[config.mk]
export PLATFORM = sky130hd
export DESIGN_NAME = sensor_frame_deframer_sum8
export DESIGN_NICKNAME = d
export VERILOG_FILES = /design/src/rtl/core/sfd_pkg.sv /design/src/rtl/core/sfd_ram.sv /design/src/rtl/core/sfd_front.sv /design/src/rtl/core/sfd_queue.sv /design/src/rtl/core/sfd_back.sv /design/src/rtl/core/sensor_frame_deframer_sum8.sv
export SDC_FILE = /design/constraint.sdc
export NUM_CORES = 1
export LEC_CHECK = 0
export BUFFER_PORTS_ARGS = -buffer_cell sky130_fd_sc_hd__buf_2
export CAP_MARGIN = 20
export CORE_UTILIZATION = 40
export DETAILED_ROUTE_END_ITERATION = 10
export GPL_TIMING_DRIVEN = 0
export SLEW_MARGIN = 20
export SYNTH_ARGS = -nofsm -noshare
export SYNTH_HDL_FRONTEND = slang
export SYNTH_SLANG_ARGS = --single-unit
[constraint.sdc]
create_clock -name clk -period 5.9 [get_ports clk]
set_input_delay 0.59 -clock clk [delete_from_list [all_inputs] [get_ports clk]]
set_output_delay 0.59 -clock clk [all_outputs]
set_load 0.01 [all_outputs]
[src/rtl/core/sfd_pkg.sv]
// Shared types, constants and helpers for the sensor frame deframer.
// Used by the front end, the job queue, the back end and the top level.
`timescale 1ns / 1ps
`default_nettype none

package sfd_pkg;

  localparam int MAX_PAYLOAD_BYTES_DEF = 36;

  // Framing bytes
  localparam logic [7:0] HDR_BYTE   = 8'hFF;
  localparam logic [7:0] TYPE_FIRST = 8'hA1;
  localparam logic [7:0] TYPE_LAST  = 8'hA5;

  // Frame kinds
  localparam logic [2:0] KIND_IMU      = 3'd0;
  localparam logic [2:0] KIND_DEPTH    = 3'd1;
  localparam logic [2:0] KIND_CLIMATE  = 3'd2;
  localparam logic [2:0] KIND_THRUSTER = 3'd3;
  localparam logic [2:0] KIND_SERVO    = 3'd4;

  // Payload lengths in bytes
  localparam logic [6:0] LEN_LONG  = 7'd36;
  localparam logic [6:0] LEN_MID   = 7'd16;
  localparam logic [6:0] LEN_SHORT = 7'd2;

  // Longest payload any kind carries
  localparam int LEN_MAX_KIND = 36;

  // Status codes
  localparam logic STATUS_GOOD = 1'b0;
  localparam logic STATUS_BAD  = 1'b1;

  // One finished frame handed from the front end to the back end
  typedef struct packed {
    logic [2:0] kind;
    logic       bad;
    logic       bank;
  } job_t;

  // Payload length of a kind, cut to the buffer capacity
  function automatic logic [6:0] frame_len(input logic [2:0] kind, input logic [6:0] cap);
    logic [6:0] n;
    begin
      unique case (kind)
        KIND_IMU:      n = LEN_LONG;
        KIND_DEPTH:    n = LEN_MID;
        KIND_CLIMATE:  n = LEN_MID;
        KIND_THRUSTER: n = LEN_LONG;
        default:       n = LEN_SHORT;
      endcase
      frame_len = (n > cap) ? cap : n;
    end
  endfunction

endpackage

`default_nettype wire

[src/rtl/core/sfd_ram.sv]
// Generic simple dual-port RAM: one write port, one registered read port.
// No dependencies.
`timescale 1ns / 1ps
`default_nettype none

module sfd_ram #(
  parameter int WIDTH = 32,
  parameter int DEPTH = 32
) (
  input  wire logic                     clk,
  input  wire logic                     we,
  input  wire logic [$clog2(DEPTH)-1:0] waddr,
  input  wire logic [WIDTH-1:0]         wdata,
  input  wire logic                     re,
  input  wire logic [$clog2(DEPTH)-1:0] raddr,
  output logic      [WIDTH-1:0]         rdata
);

  logic [WIDTH-1:0] mem [DEPTH];

  always_ff @(posedge clk) begin
    if (we) begin
      mem[waddr] <= wdata;
    end
    if (re) begin
      rdata <= mem[raddr];
    end
  end

endmodule

`default_nettype wire

[src/rtl/core/sfd_front.sv]
// Front end: byte parser, checksum and payload packing into the frame buffer.
// Depends on sfd_pkg.
`timescale 1ns / 1ps
`default_nettype none

module sfd_front #(
  parameter int MAX_PAYLOAD_BYTES = sfd_pkg::MAX_PAYLOAD_BYTES_DEF,
  parameter int WAW               = 4
) (
  input  wire logic               clk,
  input  wire logic               rst,
  input  wire logic               in_valid,
  output logic                    in_stall,
  input  wire logic [7:0]         rx_byte,
  input  wire logic               q_full,
  output logic                    q_push,
  output sfd_pkg::job_t           q_job,
  output logic                    ram_we,
  output logic      [WAW:0]       ram_waddr,
  output logic      [31:0]        ram_wdata
);

  typedef enum logic [2:0] {
    PH_HUNT,
    PH_TYPE,
    PH_LEN,
    PH_PAY,
    PH_CHK
  } phase_t;

  phase_t      phase;
  logic [2:0]  kind;
  logic [5:0]  byte_count;
  logic [7:0]  sum;
  logic        bank;
  logic [31:0] acc;
  logic [31:0] word_next;
  logic [6:0]  len;
  logic [6:0]  cnt_inc;
  logic        pay_last;
  logic        accept;

  // Hold payload and checksum bytes while both frame buffers are taken
  assign in_stall = q_full && (phase == PH_PAY || phase == PH_CHK);
  assign accept   = in_valid && !in_stall;

  assign len      = sfd_pkg::frame_len(kind, 7'(MAX_PAYLOAD_BYTES));
  assign cnt_inc  = {1'b0, byte_count} + 7'd1;
  assign pay_last = (cnt_inc >= len);

  // Place the byte in its lane; lane 0 opens a fresh word
  always_comb begin
    word_next = (byte_count[1:0] == 2'd0) ? 32'd0 : acc;
    unique case (byte_count[1:0])
      2'd0:    word_next[7:0]   = rx_byte;
      2'd1:    word_next[15:8]  = rx_byte;
      2'd2:    word_next[23:16] = rx_byte;
      default: word_next[31:24] = rx_byte;
    endcase
  end

  assign ram_we    = accept && (phase == PH_PAY) && (byte_count[1:0] == 2'd3 || pay_last);
  assign ram_waddr = {bank, byte_count[WAW+1:2]};
  assign ram_wdata = word_next;

  assign q_push     = accept && (phase == PH_CHK);
  assign q_job.kind = kind;
  assign q_job.bad  = (rx_byte != sum);
  assign q_job.bank = bank;

  always_ff @(posedge clk) begin
    if (rst) begin
      phase      <= PH_HUNT;
      kind       <= 3'd0;
      byte_count <= 6'd0;
      sum        <= 8'd0;
      bank       <= 1'b0;
    end else if (accept) begin
      unique case (phase)
        PH_TYPE: begin
          if (rx_byte == sfd_pkg::HDR_BYTE) begin
            phase <= PH_TYPE;
          end else if (rx_byte >= sfd_pkg::TYPE_FIRST && rx_byte <= sfd_pkg::TYPE_LAST) begin
            kind       <= 3'(rx_byte - sfd_pkg::TYPE_FIRST);
            sum        <= rx_byte;
            byte_count <= 6'd0;
            phase      <= PH_LEN;
          end else begin
            phase <= PH_HUNT;
          end
        end
        PH_LEN: begin
          sum        <= sum + rx_byte;
          byte_count <= 6'd0;
          phase      <= PH_PAY;
        end
        PH_PAY: begin
          sum        <= sum + rx_byte;
          byte_count <= cnt_inc[5:0];
          if (pay_last) begin
            phase <= PH_CHK;
          end
        end
        PH_CHK: begin
          phase <= PH_HUNT;
          bank  <= ~bank;
        end
        default: begin
          phase <= (rx_byte == sfd_pkg::HDR_BYTE) ? PH_TYPE : PH_HUNT;
        end
      endcase
    end
  end

  always_ff @(posedge clk) begin
    if (accept && phase == PH_PAY) begin
      acc <= word_next;
    end
  end

endmodule

`default_nettype wire

[src/rtl/core/sfd_queue.sv]
// Two-entry job queue between front and back end, one entry per frame buffer.
// Depends on sfd_pkg.
`timescale 1ns / 1ps
`default_nettype none

module sfd_queue (
  input  wire logic          clk,
  input  wire logic          rst,
  input  wire logic          push,
  input  wire sfd_pkg::job_t push_job,
  output logic               full,
  input  wire logic          pop,
  output logic               nonempty,
  output sfd_pkg::job_t      head
);

  sfd_pkg::job_t entry [2];
  logic          wr_ptr;
  logic          rd_ptr;
  logic [1:0]    count;

  assign full     = (count == 2'd2);
  assign nonempty = (count != 2'd0);
  assign head     = entry[rd_ptr];

  always_ff @(posedge clk) begin
    if (rst) begin
      wr_ptr <= 1'b0;
      rd_ptr <= 1'b0;
      count  <= 2'd0;
    end else begin
      if (push) begin
        wr_ptr <= ~wr_ptr;
      end
      if (pop) begin
        rd_ptr <= ~rd_ptr;
      end
      count <= count + 2'(push) - 2'(pop);
    end
  end

  always_ff @(posedge clk) begin
    if (push) begin
      entry[wr_ptr] <= push_job;
    end
  end

endmodule

`default_nettype wire

[src/rtl/core/sfd_back.sv]
// Back end: walks a finished frame's words out of the buffer into the
// output register. Depends on sfd_pkg.
`timescale 1ns / 1ps
`default_nettype none

module sfd_back #(
  parameter int MAX_PAYLOAD_BYTES = sfd_pkg::MAX_PAYLOAD_BYTES_DEF,
  parameter int WAW               = 4
) (
  input  wire logic          clk,
  input  wire logic          rst,
  input  wire logic          q_nonempty,
  input  wire sfd_pkg::job_t q_head,
  output logic               q_pop,
  output logic               ram_re,
  output logic [WAW:0]       ram_raddr,
  input  wire logic [31:0]   ram_rdata,
  output logic               out_valid,
  input  wire logic          out_stall,
  output logic [2:0]         frame_kind,
  output logic [3:0]         word_index,
  output logic [31:0]        word_value,
  output logic               status,
  output logic               last_word
);

  logic [3:0] widx;
  logic       rd_pend;
  logic [2:0] rd_kind;
  logic [3:0] rd_idx;
  logic       rd_last;
  logic       out_free;
  logic       go;
  logic       go_err;
  logic [6:0] words;
  logic [6:0] widx_inc;
  logic       at_last;

  assign words    = (sfd_pkg::frame_len(q_head.kind, 7'(MAX_PAYLOAD_BYTES)) + 7'd3) >> 2;
  assign widx_inc = {3'd0, widx} + 7'd1;
  assign at_last  = (widx_inc == words);

  // Issue only when the output register is sure to be free next cycle
  assign out_free = !out_valid || !out_stall;
  assign go       = q_nonempty && !rd_pend && out_free;
  assign go_err   = go && q_head.bad;

  assign ram_re    = go && !q_head.bad;
  assign ram_raddr = {q_head.bank, widx[WAW-1:0]};
  assign q_pop     = go_err || (ram_re && at_last);

  always_ff @(posedge clk) begin
    if (rst) begin
      widx      <= 4'd0;
      rd_pend   <= 1'b0;
      out_valid <= 1'b0;
    end else begin
      rd_pend <= ram_re;
      if (ram_re) begin
        widx <= at_last ? 4'd0 : widx_inc[3:0];
      end
      if (rd_pend || go_err) begin
        out_valid <= 1'b1;
      end else if (!out_stall) begin
        out_valid <= 1'b0;
      end
    end
  end

  always_ff @(posedge clk) begin
    if (ram_re) begin
      rd_kind <= q_head.kind;
      rd_idx  <= widx;
      rd_last <= at_last;
    end
    if (rd_pend) begin
      frame_kind <= rd_kind;
      word_index <= rd_idx;
      word_value <= ram_rdata;
      status     <= sfd_pkg::STATUS_GOOD;
      last_word  <= rd_last;
    end else if (go_err) begin
      frame_kind <= q_head.kind;
      word_index <= 4'd0;
      word_value <= 32'd0;
      status     <= sfd_pkg::STATUS_BAD;
      last_word  <= 1'b1;
    end
  end

endmodule

`default_nettype wire

[src/rtl/core/sensor_frame_deframer_sum8.sv]
// Top level of the sensor frame deframer with 8-bit additive checksum.
// Depends on sfd_pkg, sfd_front, sfd_queue, sfd_back and sfd_ram.
//
// The block takes one byte per request on the input channel and hunts for a
// 0xFF header followed by a type byte 0xA1..0xA5 (kinds 0..4, payloads of
// 36, 16, 16, 36 and 2 bytes), then a length byte that only enters the
// checksum, the payload and the checksum byte. A good frame comes out as
// little-endian 32-bit words with word_index counting from 0 and last_word
// on the final one (kind 4 gives one word with its upper half zero). A bad
// checksum gives a single request with status 1, last_word 1 and zero index
// and value. Rate: the front end takes one byte per cycle; it packs payload
// bytes into words and writes them into one of two frame buffers in a shared
// RAM. Each finished frame becomes a job in a two-entry queue, one entry per
// buffer. The back end reads one word per RAM access and moves it to the
// output register, and it issues no new read while one is still pending;
// an error result goes to the output register straight from the queue head
// without a RAM read. The input stalls on payload and checksum bytes only
// while both buffers still hold frames whose last word has not been read.
`timescale 1ns / 1ps
`default_nettype none

module sensor_frame_deframer_sum8 #(
  parameter int MAX_PAYLOAD_BYTES = sfd_pkg::MAX_PAYLOAD_BYTES_DEF
) (
  input  wire logic        clk,
  input  wire logic        rst,
  // Byte stream in
  input  wire logic        in_valid,
  output logic             in_stall,
  input  wire logic [7:0]  rx_byte,
  // Result words out
  output logic             out_valid,
  input  wire logic        out_stall,
  output logic [2:0]       frame_kind,
  output logic [3:0]       word_index,
  output logic [31:0]      word_value,
  output logic             status,
  output logic             last_word
);

  // Longest payload actually stored, words per buffer and word address width
  localparam int LEN_CAP = (MAX_PAYLOAD_BYTES < sfd_pkg::LEN_MAX_KIND) ?
                           MAX_PAYLOAD_BYTES : sfd_pkg::LEN_MAX_KIND;
  localparam int WORDS   = (LEN_CAP + 3) / 4;
  localparam int WAW     = (WORDS > 1) ? $clog2(WORDS) : 1;
  localparam int RAM_DEPTH = 2 ** (WAW + 1);

  logic          q_full;
  logic          q_push;
  sfd_pkg::job_t q_job;
  logic          q_pop;
  logic          q_nonempty;
  sfd_pkg::job_t q_head;

  logic          ram_we;
  logic [WAW:0]  ram_waddr;
  logic [31:0]   ram_wdata;
  logic          ram_re;
  logic [WAW:0]  ram_raddr;
  logic [31:0]   ram_rdata;

  // Parse, check and pack bytes
  sfd_front #(
    .MAX_PAYLOAD_BYTES(MAX_PAYLOAD_BYTES),
    .WAW              (WAW)
  ) u_front (
    .clk      (clk),
    .rst      (rst),
    .in_valid (in_valid),
    .in_stall (in_stall),
    .rx_byte  (rx_byte),
    .q_full   (q_full),
    .q_push   (q_push),
    .q_job    (q_job),
    .ram_we   (ram_we),
    .ram_waddr(ram_waddr),
    .ram_wdata(ram_wdata)
  );

  // Hand finished frames across; one entry owns one buffer
  sfd_queue u_queue (
    .clk     (clk),
    .rst     (rst),
    .push    (q_push),
    .push_job(q_job),
    .full    (q_full),
    .pop     (q_pop),
    .nonempty(q_nonempty),
    .head    (q_head)
  );

  // Two frame buffers, bank bit on top of the address
  sfd_ram #(
    .WIDTH(32),
    .DEPTH(RAM_DEPTH)
  ) u_ram (
    .clk  (clk),
    .we   (ram_we),
    .waddr(ram_waddr),
    .wdata(ram_wdata),
    .re   (ram_re),
    .raddr(ram_raddr),
    .rdata(ram_rdata)
  );

  // Drain words to the output register
  sfd_back #(
    .MAX_PAYLOAD_BYTES(MAX_PAYLOAD_BYTES),
    .WAW              (WAW)
  ) u_back (
    .clk       (clk),
    .rst       (rst),
    .q_nonempty(q_nonempty),
    .q_head    (q_head),
    .q_pop     (q_pop),
    .ram_re    (ram_re),
    .ram_raddr (ram_raddr),
    .ram_rdata (ram_rdata),
    .out_valid (out_valid),
    .out_stall (out_stall),
    .frame_kind(frame_kind),
    .word_index(word_index),
    .word_value(word_value),
    .status    (status),
    .last_word (last_word)
  );

endmodule

`default_nettype wire

; ---- Word level (Yosys, flattened, before mapping)
; Memories as Yosys holds them, arrays and structs flattened. A register that Yosys moved wholly into a read port is not among the register bits.
; Cells that the tools add are included.
[op_classes]
n_addsub = 7
muxes = 37
n_bitwise = 4
n_eq_ne = 21
n_lt_le_gt_ge = 5
n_reduce_logical = 39
[ops]
columns = op, count
row1 = 2-to-1 mux 32 bit, 3
row2 = 2-to-1 mux 8 bit, 6
row3 = 2-to-1 mux 6 bit, 4
row4 = case mux 6 bit (2 select lines), 2
row5 = "== test 3 x 2 -> 1 bit, second input constant", 6
row6 = case mux 6 bit (3 select lines), 1
row7 = case mux 8 bit (2 select lines), 1
row8 = "greater-than comparator 6 bit, second input constant", 2
row9 = 2-to-1 mux 3 bit, 4
row10 = 2-to-1 mux 4 bit, 3
row11 = case mux 3 bit (4 select lines), 1
row12 = AND reduction 4 bit, 3
row13 = logical AND 1 bit, 11
row14 = 2-to-1 mux 1 bit, 11
row15 = OR reduction 2 bit, 5
row16 = "== test 3 x 1 -> 1 bit, second input constant", 3
row17 = adder 8 bit, 1
row18 = "== test 8 bit, second input constant", 1
row19 = "greater-or-equal comparator 8 bit, second input constant", 1
row20 = "less-or-equal comparator 8 bit, second input constant", 1
row21 = != test 8 bit, 1
row22 = "adder 6 x 1 -> 7 bit, second input constant", 1
row23 = "adder 7 x 2 -> 7 bit, second input constant", 1
row24 = == test 7 x 5 -> 1 bit, 1
row25 = 20 further kinds, 39
[totals]
elab_cells = 135
reg_bits = 112
out_inout_bits = 43
ramBits = 1034
input_bits = 12
n_memories = 2
[mem_list]
columns = memory, depth, width, rd, rd_ports_with_merged_regs, write_ports, line
row1 = u_ram.mem, 32, 32, 1, 1, 1, sfd_ram.sv:19  ; logic [WIDTH-1:0] mem [DEPTH];
row2 = u_queue.entry, 2, 5, 1, 1, 1, sfd_queue.sv:17  ; sfd_pkg::job_t entry [2];

; ---- Depth between registers and ports, before layout
[depth]
word_depth = 11
ltp_mapped = 13
mapped_depth_nobuf = 12

; ---- Cells and area by module
; Synthesis repeated with hierarchy kept, for this count alone.
[unflattened]
hier_cells = 2716
area_unflattened_um2 = 46508.4
[modules_own_cells]
columns = module, area_per_inst_um2, seq_area_each_um2, instances, cells_per_inst
row1 = sfd_ram, 40805.4, 31710.4, 1, 2260
row2 = sfd_front, 2959.1, 1381.3, 1, 272
row3 = sfd_back, 2168.3, 1581.5, 1, 148
row4 = sfd_queue, 575.6, 400.4, 1, 36

; ---- Worst setup path before layout
; Ideal clock, no wire load.
[synth_timing]
kind = input-to-reg
start = input port in_valid
end = memory u_ram.mem[29][0] (enable)
setup_ns = 0.421
n_path_buf = 2
required_time_ns = 5.479
cell_stages = 6
path_slack_ns = 0.748
t_arrival_ns = 4.731
path_cell_list = clkbuf_1 -> nand2b_1 -> clkbuf_1 -> nor3_2 -> o2111ai_1 -> nor2_1
[synth_between]
elab_chain_len = 5
[synth_rtl]
columns = item, line
row1 = from (decl), sensor_frame_deframer_sum8.sv:28  ; input wire logic in_valid,
row2 = logical AND 1 bit, sfd_front.sv:45  ; assign accept = in_valid && !in_stall;
row3 = logical AND 1 bit (2 in series), sfd_front.sv:62  ; assign ram_we = accept && (phase == PH_PAY) && (byte_count[1:0] == 2'd3 || pay_last);
row4 = 2-to-1 mux 1 bit, sfd_ram.sv:22  ; if (we) begin
row5 = 2-to-1 mux 1 bit (not written as such), sfd_ram.sv:23  ; mem[waddr] <= wdata;
row6 = to (decl), sfd_ram.sv:19
; No other way between the ends.

; ---- Worst setup path after layout
[layout_timing]
start = register u_front.byte_count[0]
end = memory u_ram.mem[16][2] (enable)
[layout_between]
elab_chain_len = 6
elab_cells_between_ends = 7
classes_between = add/sub: 1 / order compare: 1 / eq/ne: 1 / mux: 2 / reduce/logical: 2
[layout_rtl]
columns = item, line
row1 = from (decl), sfd_front.sv:33  ; logic [5:0] byte_count;
row2 = from (signal assigned), sfd_front.sv:99  ; byte_count <= cnt_inc[5:0];
row3 = adder 6 x 1 -> 7 bit, sfd_front.sv:48  ; assign cnt_inc = {1'b0, byte_count} + 7'd1;
row4 = greater-or-equal comparator 7 bit, sfd_front.sv:49  ; assign pay_last = (cnt_inc >= len);
row5 = logical OR 1 bit (*), sfd_front.sv:62
row6 = logical AND 1 bit (*), sfd_front.sv:62
row7 = 2-to-1 mux 1 bit (*), sfd_ram.sv:22
row8 = 2-to-1 mux 1 bit (not written as such) (*), sfd_ram.sv:23
; Mark *: on every way between the ends. The rest lies on a longest branch, timed or not.

==> metrics.cfg <==
[status]
outcome=complete, no violations

[timing]
hold_viol=0
timing.fmax_mhz=205
period_share_pct=82.7
drv_slew=0
setup_viol=0
worst_pin_slew_ps=1180
worst_slack_ps=1020
relSlewSlack_pct=21.6
skew_ps=25.3
min_period_ps=4880
rsz0062_at_grt=no

[grt]
grt_usage_pct=19.4
grt_pass1_wl_um=160000
grt_pass1_vias=22700
antenna_found_initial=0
globalRouteOverflowTotal=0
grt_max_degree=34

[logic_synthesis]
synth-seq-area-share_pct=76.9
synth_fp_nets=2054
yosysTopAreaCell=edfxtp_1
synth_area_leaders=edfxtp_1, mux4_2, dfxtp_1, mux2_2, ha_1
synthDistinctLibCells=59
syn_avg_cell_area_sq_um=22.6
syn-instance-count=2020
synth_top_area_share_pct=75.4
synth-edff-count=1146
ys_ff_latch=1179
ys.flop_type=edfxtp_1
yosys_warnings=0
async_flop_share_pct=0
syn-cell-area_sq_um=45600

[power]
p_int_mw=13.2
peakVddDrop_v=0.000246
p_seq_share_pct=55.4
p_clk_share_pct=44.0
power_density_nw_per_um2=308
switching_share_pct=19.2
pwr-share-comb_pct=0.5
total_power_mw=16.4
power.leakage_nw=16.7
p_switching_mw=3.14

[cts]
clk_path_buf_depth=3
worst_skew_pair.late_latency_ps=690
post_cts_resize_count=0
cts_root_buf=clkbuf_16
numCtsBuffers=116
post-cts-setup-buffers=0
clkSlewWorstSetupHoldPaths_ps=60
clock-sinks=1179
hold_buffers=0
cts_tree=built
htreeDepth=3

[floorplanning]
ios=55
die_area_sq_um=115000
initial_core_util_pct=40.5
die_h_um=340
die_x_um=340
core_sq_um=113000
row_count=123

[critical_path]
timing.rr.start=u_front.byte_count[0]$_SDFFE_PP0P_
startpoint_type=flip-flop
max_stage_delay_ps=880
crit_start=u_front.byte_count[0]$_SDFFE_PP0P_
cp.arrival_ps=5260
worstPathCellList=ha_1 -> clkbuf_1 -> xor2_1 -> ha_1 -> nand2_1 -> a31oi_1 -> o2111ai_2 -> nor2_4 -> buf_12
cp.required_ps=6280
critPathKind=reg2reg
cpMostUsedCell=ha_1
worst_path_max_delay_cell=nor2_4
end_kind=flip-flop
critPathMaxFanout=17

[finish]
finalNetCount=2286
n_antenna_cell=0
syn2layout_area_growth_pct=16.3
fillers=9075
mostFrequentLayoutCells=edfxtp_1, mux4_2, clkbuf_16
mostFrequentLayoutCell=edfxtp_1
layout-drive-gt1-share_pct=31.9
final_util_pct=47.1

[placed_design]
io_buffers=53
dpl.hpwl_um=74600
dpl_worst_slack_ps=1140
place.gp.congestion=0.828

[drt]
wl_per_cell_um=29.0
via_per_inst=5.68
ant_nets=0
drt_iter0_drc=2448
wirelength_um=112000
vias=21800
drc=0
dr.pass1.iters=7

[min_path]
min_path_type=in2reg
min_from=out_stall

[flow_run]
cap_violations=0

synthesized netlist by cell type (3+ instances only):
cell type,count
nor3_1,6
a22o_1,21
and2_1,38
nor4_1,5
nand2b_1,12
mux4_2,320
dfxtp_1,33
a31oi_1,3
nand3_1,12
mux2i_1,3
nor2_1,61
buf_4,10
clkbuf_1,61
o21ai_0,17
or4_1,4
mux2_2,48
xor2_1,8
a211oi_1,9
inv_1,22
or3_1,4
xnor2_1,7
buf_2,18
a21oi_1,28
buf_1,11
nand3b_1,3
buf_6,3
edfxtp_1,1146
or2_2,5
o211ai_1,7
nand4_1,6
nand2_1,23
o2111ai_1,5
ha_1,21
nor3b_1,3
nor2b_1,5
through the flow:
step / cells / hold slack [ps] / cell area, sq um / setup TNS, ps
3_3_place_gp: 3573 / 426 / 47800 / -2593280
2_1_floorplan: 2020 / 403 / 45600 / 0
5_1_grt: 3845 / 231 / 53100 / 0
4_1_cts: 3845 / 190 / 53100 / 0
3_5_place_dp: 3634 / 429 / 49400 / 0
6_report: 3845 / 218 / 53100 / 0
cell families (layout without fill, tap and decap cells):
family / count (synthesis) / in the layout / share of synthesized area (%)
simple gates: 199 / 199 / 2.33
mux: 371 / 371 / 17.0
flops: 1179 / 1179 / 76.9
fa+ha+maj: 22 / 22 / 0.620
compound gates: 109 / 109 / 1.65
buf+inv: 125 / 450 / 1.21
xor+xnor: 15 / 15 / 0.288
sequential cells by signal, indices dropped and copies added (netlist names), 2 cells and up, named ones only:
signal,cells
u_front.byte_count,6
u_back.word_value,32
u_front.acc,32
u_ram.mem,1024
u_back.frame_kind,3
u_back.widx,4
u_queue.entry,10
u_queue.count,2
u_back.rd_kind,3
u_front.phase,3
u_ram.rdata,32
u_front.sum,8
u_back.rd_idx,4
u_back.word_index,4
u_front.kind,3
layer usage:
metal  wire [um]  vias to the layer above  global-route usage, %
met1       45000                    11800                   25.9
li1            -                     9024                      -
met3        7170                      175                   3.03
met5           0                        -                      0
met4        2780                        0                   5.42
met2       56700                      852                   33.1
final timing paths:
| path | end | slack, ps | cells after the start |
|---|---|---|---|
| setup reg to reg | u_ram.mem[16][2]$_DFFE_PP_ | 1020 | 9 |
| hold reg to reg | u_back.rd_idx[3]$_DFFE_PP_ | 440 | 0 |
| setup / recovery | u_ram.mem[16][2]$_DFFE_PP_ | 1020 | 9 |
| hold / removal | u_back.out_valid$_SDFFE_PP0P_ | 220 | 3 |
power by group through the flow:
stage | Combinational [mW] | Sequential, mW | Clock, mW
after global placement | 0.0790 | 9.25 | 0
after floorplan | 0.0418 | 9.26 | 0
after detailed placement | 0.0847 | 9.25 | 0
final | 0.0858 | 9.08 | 7.21
after global routing | 0.0931 | 9.07 | 7.62
after CTS | 0.0846 | 9.08 | 7.32
worst max-delay path, delay by kind of cell, from the launching register on:
| kind | cells | cell delay (ps) |
|---|---|---|
| AOI/OAI and AO/OA | 2 | 1360 |
| and+or+nand+nor | 2 | 930 |
| buffers and inverters | 2 | 820 |
| adders and majority gates | 2 | 780 |
| DFF | 1 | 480 |
| xor gates and xnor gates | 1 | 170 |
final cells by class:
class | instances | area [sq um] | area share [%]
clock buffer | 145 | 3060 | 5.77
multi-input combinational | 716 | 10300 | 19.4
timing repair buffer | 114 | 1570 | 2.96
inverter | 22 | 85.1 | 0.160
clock inverter | 66 | 627 | 1.18
tap | 1500 | 1880 | 3.54
buffer | 103 | 484 | 0.912
sequential | 1179 | 35100 | 66.1
Power figures use the tool's default switching activity.
